==> config.mk <==
export PLATFORM = sky130hd
export DESIGN_NAME = video_frame_packetizer_core
export DESIGN_NICKNAME = d
export VERILOG_FILES = /design/src/hdl/vfp_pkg.sv /design/src/hdl/vfp_engine.sv /design/src/hdl/vfp_out_reg.sv /design/src/hdl/video_frame_packetizer_core.sv
export SDC_FILE = /design/constraint.sdc
export NUM_CORES = 1
export LEC_CHECK = 0
export BUFFER_PORTS_ARGS = -buffer_cell sky130_fd_sc_hd__buf_4
export CAP_MARGIN = 10
export CORE_ASPECT_RATIO = 1.2
export CORE_MARGIN = 4
export CORE_UTILIZATION = 43
export CTS_BUF_LIST = sky130_fd_sc_hd__clkbuf_8
export DETAILED_ROUTE_END_ITERATION = 12
export GPL_ROUTABILITY_DRIVEN = 1
export HOLD_SLACK_MARGIN = 0.05
export SYNTH_ARGS = -nofsm -noshare
export SYNTH_HDL_FRONTEND = slang
export SYNTH_SLANG_ARGS = --single-unit
export TNS_END_PERCENT = 5
==> constraint.sdc <==
create_clock -name clock -period 16.19 [get_ports clock]
set_input_delay 3.238 -clock clock [delete_from_list [all_inputs] [get_ports clock]]
set_output_delay 3.238 -clock clock [all_outputs]
set_load 0.005 [all_outputs]
==> src/hdl/vfp_pkg.sv <==
// vfp_pkg: shared types and constants of the video frame packetizer.
// No dependencies; imported by every module of the block.
package vfp_pkg;

   localparam int LEN_W     = 20;  // frame length and byte count width
   localparam int ADDR_W    = 20;  // frame base and read address port width
   localparam int PAY_OUT_W = 6;   // payload_bytes field width
   localparam int PKT_OUT_W = 7;   // packet_bytes field width

   localparam int          HEADER_BYTES = 2;
   localparam logic [7:0]  HDR_FID      = 8'h01;  // header frame-id bit
   localparam logic [7:0]  HDR_EOF      = 8'h02;  // header end-of-frame bit

   // one request transaction
   typedef struct packed {
      logic              frame0_ready;
      logic              frame1_ready;
      logic [ADDR_W-1:0] frame0_base;
      logic [LEN_W-1:0]  frame0_bytes;
      logic [ADDR_W-1:0] frame1_base;
      logic [LEN_W-1:0]  frame1_bytes;
      logic              ep_toggle;
   } req_type;

   // one packet descriptor
   typedef struct packed {
      logic                 fid_bit;
      logic                 eof_bit;
      logic [ADDR_W-1:0]    read_address;
      logic [PAY_OUT_W-1:0] payload_bytes;
      logic [PKT_OUT_W-1:0] packet_bytes;
      logic                 ping_buffer;
      logic                 frame_done;
      logic                 done_buffer;
   } rsp_type;

endpackage

==> src/hdl/vfp_engine.sv <==
// vfp_engine: frame state registers and the single-pass packet computation.
// Depends on vfp_pkg.
module vfp_engine
   import vfp_pkg::*;
#(
   parameter int PACKET_BYTES = 64,
   parameter int ADDRESS_BITS = 20
) (
   input  logic    clock,
   input  logic    reset,
   input  logic    step,        // the held request is consumed this cycle
   input  req_type req,
   output logic    has_result,  // request yields a descriptor
   output rsp_type rsp
);

   localparam int PAY_W = $clog2(PACKET_BYTES);
   localparam int KEEP_W = (ADDRESS_BITS < ADDR_W) ? ADDRESS_BITS : ADDR_W;
   localparam logic [ADDR_W-1:0] ADDR_MASK = ADDR_W'((64'd1 << KEEP_W) - 64'd1);
   localparam logic [LEN_W-1:0] MAX_PAY = LEN_W'(PACKET_BYTES - HEADER_BYTES);

   logic [LEN_W-1:0] bytes_sent_ff, bytes_sent_in;
   logic             active_buffer_ff, active_buffer_in;
   logic             frame_id_ff, frame_id_in;

   logic              idle;
   logic              sel_buf;
   logic              fid;
   logic [ADDR_W-1:0] base;
   logic [LEN_W-1:0]  total;
   logic [LEN_W-1:0]  remaining;
   logic [PAY_W-1:0]  payload;
   logic [LEN_W-1:0]  pay_ext;
   logic [LEN_W-1:0]  pkt_sum;
   logic [ADDR_W-1:0] addr_sum;
   logic              last;

   always_comb begin
      idle       = (bytes_sent_ff == '0);
      has_result = !idle || req.frame0_ready || req.frame1_ready;
      sel_buf    = idle ? !req.frame0_ready : active_buffer_ff;
      fid        = idle ? (frame_id_ff ^ HDR_FID[0]) : frame_id_ff;
      base       = sel_buf ? req.frame1_base  : req.frame0_base;
      total      = sel_buf ? req.frame1_bytes : req.frame0_bytes;
      // length may shrink under a running frame: saturate at zero
      remaining  = (total > bytes_sent_ff) ? (total - bytes_sent_ff) : '0;
      last       = (remaining <= MAX_PAY);
      payload    = last ? PAY_W'(remaining) : PAY_W'(MAX_PAY);
      pay_ext    = LEN_W'(payload);
      pkt_sum    = pay_ext + LEN_W'(HEADER_BYTES);
      addr_sum   = (base + ADDR_W'(bytes_sent_ff)) & ADDR_MASK;

      rsp.fid_bit       = fid;
      rsp.eof_bit       = last & HDR_EOF[1];
      rsp.read_address  = addr_sum;
      rsp.payload_bytes = pay_ext[PAY_OUT_W-1:0];
      rsp.packet_bytes  = pkt_sum[PKT_OUT_W-1:0];
      rsp.ping_buffer   = !req.ep_toggle;
      rsp.frame_done    = last;
      rsp.done_buffer   = last & sel_buf;

      bytes_sent_in    = bytes_sent_ff;
      active_buffer_in = active_buffer_ff;
      frame_id_in      = frame_id_ff;
      if (step && has_result) begin
         bytes_sent_in    = last ? '0 : (bytes_sent_ff + pay_ext);
         active_buffer_in = sel_buf;
         frame_id_in      = fid;
      end
   end

   always_ff @(posedge clock) begin
      if (reset) begin
         bytes_sent_ff    <= '0;
         active_buffer_ff <= 1'b0;
         frame_id_ff      <= 1'b1;
      end else begin
         bytes_sent_ff    <= bytes_sent_in;
         active_buffer_ff <= active_buffer_in;
         frame_id_ff      <= frame_id_in;
      end
   end

endmodule

==> src/hdl/vfp_out_reg.sv <==
// vfp_out_reg: result register with valid/ready toward the consumer.
// Depends on vfp_pkg.
module vfp_out_reg
   import vfp_pkg::*;
(
   input  logic    clock,
   input  logic    reset,
   input  logic    load,       // new descriptor arrives
   input  rsp_type data_in,
   output logic    room,       // register can take a descriptor this cycle
   output logic    out_valid,
   input  logic    out_ready,
   output rsp_type data_out
);

   logic    valid_ff, valid_in;
   rsp_type data_ff, data_in_nxt;

   always_comb begin
      room        = !valid_ff || out_ready;
      valid_in    = valid_ff;
      data_in_nxt = data_ff;
      if (room) begin
         valid_in    = load;
         data_in_nxt = data_in;
      end
   end

   always_ff @(posedge clock) begin
      if (reset) begin
         valid_ff <= 1'b0;
      end else begin
         valid_ff <= valid_in;
      end
   end

   always_ff @(posedge clock) begin
      data_ff <= data_in_nxt;
   end

   assign out_valid = valid_ff;
   assign data_out  = data_ff;

endmodule

==> src/hdl/video_frame_packetizer_core.sv <==
// video_frame_packetizer_core: top level of the video payload packetizer.
// Depends on vfp_pkg, vfp_engine and vfp_out_reg.
//
//   channel | direction | handshake             | payload
//   --------+-----------+-----------------------+------------------------------
//   req     | in        | req_valid / req_ready | frame ready flags, bases,
//           |           |                       | lengths, endpoint toggle
//   rsp     | out       | rsp_valid / rsp_ready | header bits, address, lengths,
//           |           |                       | ping buffer, frame release
//
// One transaction per cycle sustained while rsp is not stalled; a request
// passes the input register, then the result register.
// A request with no frame running and no buffer ready produces no response.
// Synchronous active-high reset empties both registers and sets frame id to 1.
// A stalled rsp holds its data; the input register keeps taking a new
// request whenever its held one moves on in the same cycle.
module video_frame_packetizer_core
   import vfp_pkg::*;
#(
   parameter int PACKET_BYTES = 64,
   parameter int ADDRESS_BITS = 20
) (
   input  logic                 clock,
   input  logic                 reset,

   input  logic                 req_valid,
   output logic                 req_ready,
   input  logic                 req_frame0_ready,
   input  logic                 req_frame1_ready,
   input  logic [ADDR_W-1:0]    req_frame0_base,
   input  logic [LEN_W-1:0]     req_frame0_bytes,
   input  logic [ADDR_W-1:0]    req_frame1_base,
   input  logic [LEN_W-1:0]     req_frame1_bytes,
   input  logic                 req_ep_toggle,

   output logic                 rsp_valid,
   input  logic                 rsp_ready,
   output logic                 rsp_fid_bit,
   output logic                 rsp_eof_bit,
   output logic [ADDR_W-1:0]    rsp_read_address,
   output logic [PAY_OUT_W-1:0] rsp_payload_bytes,
   output logic [PKT_OUT_W-1:0] rsp_packet_bytes,
   output logic                 rsp_ping_buffer,
   output logic                 rsp_frame_done,
   output logic                 rsp_done_buffer
);

   // input register
   logic    in_valid_ff, in_valid_in;
   req_type in_data_ff, in_data_in;
   req_type req_bus;

   logic    step;        // held request is processed this cycle
   logic    has_result;
   logic    room;
   rsp_type calc_rsp;
   rsp_type out_rsp;

   assign req_bus = '{
      frame0_ready: req_frame0_ready,
      frame1_ready: req_frame1_ready,
      frame0_base:  req_frame0_base,
      frame0_bytes: req_frame0_bytes,
      frame1_base:  req_frame1_base,
      frame1_bytes: req_frame1_bytes,
      ep_toggle:    req_ep_toggle
   };

   // held request moves when the result register has room (dropped requests
   // need no room but waiting keeps the order simple and costs nothing)
   assign step      = in_valid_ff && room;
   assign req_ready = !in_valid_ff || room;

   always_comb begin
      in_valid_in = in_valid_ff;
      in_data_in  = in_data_ff;
      if (req_ready) begin
         in_valid_in = req_valid;
         in_data_in  = req_bus;
      end
   end

   always_ff @(posedge clock) begin
      if (reset) begin
         in_valid_ff <= 1'b0;
      end else begin
         in_valid_ff <= in_valid_in;
      end
   end

   always_ff @(posedge clock) begin
      in_data_ff <= in_data_in;
   end

   vfp_engine #(
      .PACKET_BYTES (PACKET_BYTES),
      .ADDRESS_BITS (ADDRESS_BITS)
   ) u_engine (
      .clock      (clock),
      .reset      (reset),
      .step       (step),
      .req        (in_data_ff),
      .has_result (has_result),
      .rsp        (calc_rsp)
   );

   vfp_out_reg u_out (
      .clock     (clock),
      .reset     (reset),
      .load      (step && has_result),
      .data_in   (calc_rsp),
      .room      (room),
      .out_valid (rsp_valid),
      .out_ready (rsp_ready),
      .data_out  (out_rsp)
   );

   assign rsp_fid_bit       = out_rsp.fid_bit;
   assign rsp_eof_bit       = out_rsp.eof_bit;
   assign rsp_read_address  = out_rsp.read_address;
   assign rsp_payload_bytes = out_rsp.payload_bytes;
   assign rsp_packet_bytes  = out_rsp.packet_bytes;
   assign rsp_ping_buffer   = out_rsp.ping_buffer;
   assign rsp_frame_done    = out_rsp.frame_done;
   assign rsp_done_buffer   = out_rsp.done_buffer;

`ifndef ASSERT_OFF
   // a stalled response blocks the held request
   a_hold_on_stall: assert property (@(posedge clock) disable iff (reset)
      rsp_valid && !rsp_ready && in_valid_ff |=> in_valid_ff)
      else $error("request left input register while response stalled");

   // release index only meaningful on the last packet
   a_done_buffer: assert property (@(posedge clock) disable iff (reset)
      rsp_valid && !rsp_frame_done |-> !rsp_done_buffer)
      else $error("done_buffer set without frame_done");

   // end-of-frame header bit and buffer release go together
   a_eof_done: assert property (@(posedge clock) disable iff (reset)
      rsp_valid |-> (rsp_eof_bit == rsp_frame_done))
      else $error("eof_bit and frame_done disagree");
`endif

endmodule

**Word-level counts from Yosys, hierarchy flattened**

Cells that the tools add are included.
W data, S select, Z words.

- Register bits after elaboration: 144
- Bits in latches: 0
- Bits in writable memories: 0
- ROM bits: 0
- Input bits: 87
- Output and inout bits: 40
- Word-level logic and storage cells: 46
- Memories kept: 0

- Add/sub/neg operators: 4
- Multiply operators: 0
- Divide/modulo/power cells: 0
- Order comparisons: 2
- Equality and inequality tests: 0
- Shifts and indexed selects: 0
- Multiplexer cells: 7
- Bitwise gates (word level): 2
- Reduce and logical (&&, ||, !) cells: 12

Operators with widths:

| cell | number |
|---|---|
| $mux W20 | 4 |
| $add A20 B20 Y20 | 1 |
| $add A20 B6 Y20 | 1 |
| $gt A20 B20 Y1 | 1 |
| $le A20 B6 Y1 const B | 1 |
| $logic_not A20 Y1 | 1 |
| $sub A20 B20 Y20 | 1 |
| $add A6 B2 Y7 const B | 1 |
| $mux W6 | 1 |
| $logic_not A1 Y1 | 5 |
| $logic_or A1 B1 Y1 | 4 |
| $logic_and A1 B1 Y1 | 2 |
| $mux W1 | 2 |
| $and A1 B1 Y1 | 1 |
| $not A1 Y1 | 1 |

**Logic depth before layout (Yosys ltp)**

Gate-level depths: netlist of the first run.

- Word-level depth: 9
- Gate-level depth with buffers: 33
- Gate-level depth less buffers: 29

**Hierarchy**

Synthesis of the first run repeated with hierarchy kept, for this count alone.

- Cell total of the unflattened synthesis: 676
- Area, all modules: 7,892.6 um^2

Modules (own cells, without submodules):

| module | instances | cells an instance | area each (um^2) | sequential area each (um^2) |
|---|---|---|---|---|
| vfp_engine | 1 | 545 | 4,151.5 | 440.4 |
| video_frame_packetizer_core | 1 | 89 | 2,553.7 | 2,512.4 |
| vfp_out_reg | 1 | 42 | 1,187.4 | 1,161.1 |

**Worst setup path after synthesis of the first run**

Ideal clock, no wire load.

- Path type: input -> output
- Start: in rsp_ready
- End: out req_ready
- Arrival time: 5.097 ns
- Required time: 12.952 ns
- Path slack: 7.855 ns
- Cell stages on the path: 2
- Path buffers: 0
- Path through: nor2b_1 nand2_1

- Longest elaborated chain between the ends: 2

RTL lines:

| what | RTL line | text |
|---|---|---|
| start: declaration | video_frame_packetizer_core.sv:37 | `input logic rsp_ready,` |
| $logic_or A1 B1 Y1 | vfp_out_reg.sv:20 | `room = !valid_ff \|\| out_ready;` |
| $logic_or A1 B1 Y1 | video_frame_packetizer_core.sv:72 | `assign req_ready = !in_valid_ff \|\| room;` |
| end: declaration | video_frame_packetizer_core.sv:27 | `output logic req_ready,` |

No other way between the ends.

==> results.toml, run 1 <==
[run_status]
outcome = "complete, no violations"

[drt]
drc = 0
viasPerCell = 5.42
wl_per_cell_um = 17.9
num_vias = 5391
drtAntennaViolNets = 0
drtIter0Drc = 340
drt-total-wl_um = 17800
firstDrtPassIters = 4

[setup_path]
cpPeakStageDelay_ns = 0.73
critical_path_peak_fanout = 19
regToRegStartpoint = "u_engine.bytes_sent_ff[1]$_SDFFE_PP0P_"
end_kind = "flop"
path_class = "reg2reg"
worst_ep_arrival_time_ns = 8.33
cp-startpoint = "u_engine.bytes_sent_ff[1]$_SDFFE_PP0P_"
cp-start-kind = "flop"
crit_family = "simple AND/OR/NAND/NOR gates"
path_buf_inv = 1
crit_required_ns = 16.55
worst_path_max_delay_cell = "and2_1"

[floorplan]
die_area_mm2 = 0.0199
core_area_mm2 = 0.0174
start_util_pct = 43.6
die-width_um = 129
pin_count = 127
die_h_um = 154
fp-row-count = 53

[cells_and_area]
final_util_pct = 52.7
nFillCells = 1523
multi_input_area_mm2 = 0.00329
sequential_cell_area_mm2 = 0.00405
drive_gt1_share_pct = 27.5
area_growth_syn_to_layout_pct = 20.8
fin_cells = 995
nNetsFinal = 898
antenna_cells = 0

[synthesis]
syn_nets = 770
synth-main-ff-cell = "edfxtp_1"
ys_ff_latch = 143
syn_inst = 634
ys_async_sr_fraction_pct = 0
yosys.area.top_type = "edfxtp_1"
synth-edff-count = 119
yosysSeqAreaShare_pct = 53.3
yosysTopAreaCellShare_pct = 47.0
ys_types = 66
yosysWarnings = 0
synth_area_mm2 = 0.00760
yosys-top-cells-area = "edfxtp_1 (47%), ha_1 (7.6%), dfxtp_1 (6.3%)"
syn_avg_cell_area_um2 = 12.0

[clocking]
clockBufferDepth = 2
cts_tree = "yes"
cts_hold_buf = 0
cts_sinks = 143
insertion_delay_ns = 0.46
htree_levels = 4
cts_made_buffers = 17
cts.clk_slew.worst_paths_ns = 0.09
post_cts_buffers = 0
post_cts_resized = 0
cts_root_buf = "clkbuf_8"

[pwr]
swShare_pct = 42.5
netSwitchingPower_mw = 0.927
pwr-share-comb_pct = 61.7
p_leak_nw = 3.70
p_per_area_mw_per_mm2 = 238
max-vdd-ir-drop_uv = 106
clock_power_share_pct = 13.9
p_seq_share_pct = 24.4
intPower_mw = 1.26

[timing]
hold_viol_final = 0
finalHoldWorstSlack_ns = 0.516
fin_skew_ns = 0.0111
timing.fmax_mhz = 126
setup_viol = 0
slew_headroom_pct = 46.8
fin_tns_setup_ns = 0
worst_pin_slew_ns = 0.798
period_needed_ns = 7.97
finalCritPeriodShare_pct = 49.2
rsz0062_at_grt = "no"
drv_slew = 0

[grt]
antenna_found_initial = 0
top_usage_layer = "met2"
grt_pass1_vias = 5614
track_usage_pct = 18.1
grtUsageMet3_pct = 4.27
grt_pass1_wl_um = 28100
grt_use_met1_pct = 21.5
grt_max_degree = 51
overflow = 0
grtUsageMet2_pct = 31.7

[flow_run]
cap_violations = 0

[place]
gp_congestion = 0.773
portBuffers = 126
dp.cells = 963
dp_hpwl_um = 13500

[min_path]
worstHoldPathType = "reg2reg"
min-delay-start = "in_data_ff[0]$_DFFE_PP_"
[flip-flops by register name, summed over array words and instances, names as in the netlist]
name                       flops
u_engine.active_buffer_ff      1
u_out.out_valid                1
in_data_ff                    83
u_engine.frame_id_ff           1
in_valid_ff                    1
u_engine.bytes_sent_ff        20
u_out.data_out                36
[power groups by stage]
| stage | Clock, mW | Sequential (mW) | Combinational [mW] |
|---|---|---|---|
| global placement | 0 | 0.541 | 1.33 |
| floorplan | 0 | 0.537 | 0.978 |
| CTS | 0.312 | 0.534 | 1.36 |
| detailed placement | 0 | 0.542 | 1.35 |
| global route | 0.329 | 0.539 | 1.49 |
| finish | 0.303 | 0.532 | 1.35 |
[metrics by stage]
stage | setup WS, ns | total power, mW | cell area, um2
after floorplan | 7.85 | 1.52 | 7600
after global placement | 8.34 | 1.87 | 8760
after detailed placement | 8.15 | 1.89 | 8760
after CTS | 8.10 | 2.20 | 9180
after global routing | 7.35 | 2.36 | 9180
final | 8.22 | 2.18 | 9180
[per-layer routing]
| metal | wire length [um] | vias to the layer above |
|---|---|---|
| met2 | 9230 | 144 |
| met3 | 847 | 29 |
| met4 | 336 | 0 |
| li1 | - | 2643 |
| met5 | 0 | - |
| met1 | 7360 | 2575 |
[final timing paths]
check,slack [ns],to,cells past startpoint
max,8.22,u_engine.bytes_sent_ff[14]$_SDFFE_PP0P_,28
min,0.52,u_out.data_out[2]$_DFFE_PN_,1
max reg2reg,8.22,u_engine.bytes_sent_ff[14]$_SDFFE_PP0P_,28
min reg2reg,0.52,u_out.data_out[2]$_DFFE_PN_,1
[cell usage in the layout (no fill, tap or decap), types with 4 or more instances in the layout]
cell type	synthesis	routed
buf_4	2	131
edfxtp_1	119	119
ha_1	46	46
inv_1	42	43
a21oi_1	44	43
nor2_1	39	39
mux2_2	39	39
xnor2_1	32	32
nand2_1	32	31
o21ai_0	25	25
dfxtp_1	24	24
clkbuf_8	0	17
and3_1	13	13
a2111oi_0	12	12
a21o_1	11	11
nor3_1	10	10
xor2_1	10	10
nor2b_1	9	9
o21a_1	9	9
nand3_1	8	8
o21bai_1	7	7
nand4_1	6	6
nor4_1	6	6
a2111oi_2	5	5
a211o_1	5	5
mux2i_1	4	4
inv_6	0	4
[kinds of logic after synthesis]
family | count (synthesis) | share of synthesized area [%]
xor+xnor | 42 | 4.84
mux | 44 | 6.45
flops | 143 | 53.3
buf+inv | 64 | 3.60
simple gates | 143 | 9.76
fa+ha+maj | 49 | 8.36
compound gates | 149 | 13.7
[cell usage after synthesis (3+ instances only)]
cell type,instances
a2111oi_0,12
a2111oi_2,5
a211o_1,5
a211oi_1,3
a21boi_0,3
a21o_1,11
a21oi_1,44
and3_1,13
clkbuf_1,14
dfxtp_1,24
edfxtp_1,119
fa_1,3
ha_1,46
inv_1,42
mux2_2,39
mux2i_1,4
nand2_1,32
nand2b_1,3
nand3_1,8
nand3b_1,3
nand4_1,6
nor2_1,39
nor2b_1,9
nor3_1,10
nor4_1,6
o21a_1,9
o21ai_0,25
o21bai_1,7
o221ai_1,3
xnor2_1,32
xor2_1,10
[cell type report]
cell class                 instances  share of cell area, %
sequential                       143                   44.1
timing repair buffer             131                   10.7
multi-input combinational        427                   35.9
inverter                          42                   1.72
tap                              220                   3.00
clock inverter                    15                   2.02
clock buffer                      17                   2.55
[worst register-to-register path: cells and delay by family (launching register included)]
| kind | cells | cell delay, ns |
|---|---|---|
| adders and majority gates | 3 | 1.06 |
| DFF | 1 | 0.43 |
| and+or+nand+nor | 14 | 4.05 |
| AOI/OAI and AO/OA | 7 | 1.54 |
| buffers and inverters | 1 | 0.06 |
| muxes | 2 | 0.62 |
| xor gates and xnor gates | 1 | 0.12 |
No activity file was read; power rests on OpenSTA's default activity.
==> run 2: changes to the inputs <==
- PLACE_DENSITY: unset -> 0.66
- clock period: 16.19 -> 7.3 ns (I/O delays scaled with it)
==> run 2 against run 1 <==
Net effect:
- critical path depth grew 3
- combinational power grew 140%
- global-route usage increased by 0.68 points
- wire length rose by 2.5%
- non-clock buffer count increased by 15
- setup slack got worse by 7.6 ns
- largest power group unchanged
- sequential power rose by 120%
- highest routed layer unchanged
- via count grew 2.8%
- first-iteration DRC count decreased by 4.7%
- cell count grew 1.5%
- fmax is 20% higher
==> results.toml, run 2 (synthesized netlist as in run 1, its figures left out) <==
[cells_and_area]
nNetsFinal = 913
multi_input_area_mm2 = 0.00331
drive_gt1_share_pct = 29.1
largest_reg_flops = 83
nFillCells = 1524
final_util_pct = 53.4
finalInstanceArea_mm2 = 0.00932
final_common_cell = "buf_4"
antenna_cells = 0
area_growth_syn_to_layout_pct = 22.6
final_cell_mix = "buf_4 (145), edfxtp_1 (119), ha_1 (46), inv_1 (45), a21oi_1 (41)"
sequential_cell_area_mm2 = 0.00405
largest_register = "in_data_ff"

[drt]
drt-total-wl_um = 18200
drtAntennaViolNets = 0
drc = 0
wl_per_cell_um = 18.0
viasPerCell = 5.49
num_vias = 5541
drtIter0Drc = 324
firstDrtPassIters = 4

[clocking]
cts_root_buf = "clkbuf_8"
cts_hold_buf = 0
cts_made_buffers = 17
insertion_delay_ns = 0.45
cts_tree = "yes"
htree_levels = 4
cts_sinks = 143
clockBufferDepth = 2
cts.clk_slew.worst_paths_ns = 0.08

[min_path]
min-delay-start = "in_data_ff[0]$_DFFE_PP_"
worstHoldPathType = "reg2reg"

[pwr]
clock_power_share_pct = 12.9
netSwitchingPower_mw = 2.11
pwr-share-comb_pct = 63.9
intPower_mw = 2.96
p_per_area_mw_per_mm2 = 543
max-vdd-ir-drop_uv = 234
power_mw = 5.06
p_leak_nw = 3.79
p_seq_share_pct = 23.3
swShare_pct = 41.6

[grt]
overflow = 0
grt_pass1_vias = 5766
track_usage_pct = 18.7
antenna_found_initial = 0
grt_max_degree = 52
grt_pass1_wl_um = 29100

[timing]
worst_pin_slew_ns = 0.681
drv_slew = 0
slew_headroom_pct = 54.6
setup_viol = 0
period_needed_ns = 6.64
timing.fmax_mhz = 151
finalCritPeriodShare_pct = 91.0
hold_viol_final = 0
fin_skew_ns = 0.0101
layout_setup_ws_ns = 0.659

[setup_path]
regToRegStartpoint = "u_engine.bytes_sent_ff[1]$_SDFFE_PP0P_"
worst_ep_arrival_time_ns = 6.98
crit_required_ns = 7.64
cp-start-kind = "flop"
end_kind = "flop"
critical_path_peak_fanout = 12
cp-startpoint = "u_engine.bytes_sent_ff[1]$_SDFFE_PP0P_"
worst_path_max_delay_cell = "dfxtp_1"
cpPeakStageDelay_ns = 0.43
path_class = "reg2reg"

[floorplan]
start_util_pct = 43.6
die_area_mm2 = 0.0199
die-width_um = 129
core_area_mm2 = 0.0174
die_h_um = 154
fp-row-count = 53
pin_count = 127

[place]
gp_congestion = 0.840
portBuffers = 126
pre_cts_slack_ns = 0.323
placed_area_mm2 = 0.00881
dp_hpwl_um = 13900

[flow_run]
cap_violations = 0

[run_status]
outcome = "complete, no violations"
## run 2: cell types whose count changed in the layout (fill, tap and decap cells not counted), moves of 2 or more
cell | previous run | this run
buf_4 | 131 | 145
inv_6 | 4 | 1
a21oi_1 | 43 | 41
a21oi_2 | 0 | 2
clkbuf_8 | 17 | 19
clkinv_2 | 0 | 2
clkinv_4 | 3 | 1
inv_1 | 43 | 45
## run 2: path summary, 6_finish.rpt
path,to,slack (ns),cells past startpoint
hold reg to reg,u_out.data_out[2]$_DFFE_PN_,0.53,1
setup reg to reg,u_engine.bytes_sent_ff[8]$_SDFFE_PP0P_,0.66,31
hold / removal,u_out.data_out[2]$_DFFE_PN_,0.53,1
setup / recovery,u_engine.bytes_sent_ff[8]$_SDFFE_PP0P_,0.66,31
## run 2: worst max-delay path, delay by kind of cell, from the launching register on
kind	cells	cell delay, ns
simple gates	11	2.31
xor+xnor	2	0.29
buf+inv	5	0.57
flops	1	0.43
compound gates	9	1.68
fa+ha+maj	3	1.01
mux	1	0.24
## run 2: metal layers
metal  track usage (%)  vias up  share of wire (%)
met4              7.05        0                2.6
met3              4.41       31                4.8
li1                  -     2673                  -
met5                 0        -                  0
met1              22.5     2691                 42
met2              32.4      146                 50
## run 2: what timing repair did
item / CTS / global route
hold endpoints to repair: 0 / 0
resized for setup: 0 / 5
setup endpoints to repair: 0 / 14
buffers inserted: 0 / 9
## run 2: final cells by class
cell class                      count  area share [%]
Tap cell                          220            2.95
Multi-Input combinational cell    427            35.6
Timing Repair Buffer              146            11.9
Clock buffer                       19            2.81
Inverter                           42            1.69
Clock inverter                     13            1.58
Sequential cell                   143            43.5
## run 2: power groups by stage
stage	Combinational (mW)	Sequential (mW)	Clock (mW)
finish	3.23	1.18	0.651
global route	3.56	1.20	0.711
CTS	3.09	1.18	0.672
detailed placement	3.07	1.20	0
global placement	3.04	1.19	0
floorplan	2.17	1.19	0
## run 2: through the flow
| step | TNS, ns | instances | hold WS (ns) |
|---|---|---|---|
| 2_1_floorplan | 0 | 634 | 0.473 |
| 3_5_place_dp | 0 | 969 | 0.525 |
| 6_report | 0 | 1010 | 0.530 |
| 5_1_grt | -0.00320 | 1010 | 0.553 |
| 4_1_cts | 0 | 1001 | 0.538 |
| 3_3_place_gp | 0 | 969 | 0.496 |
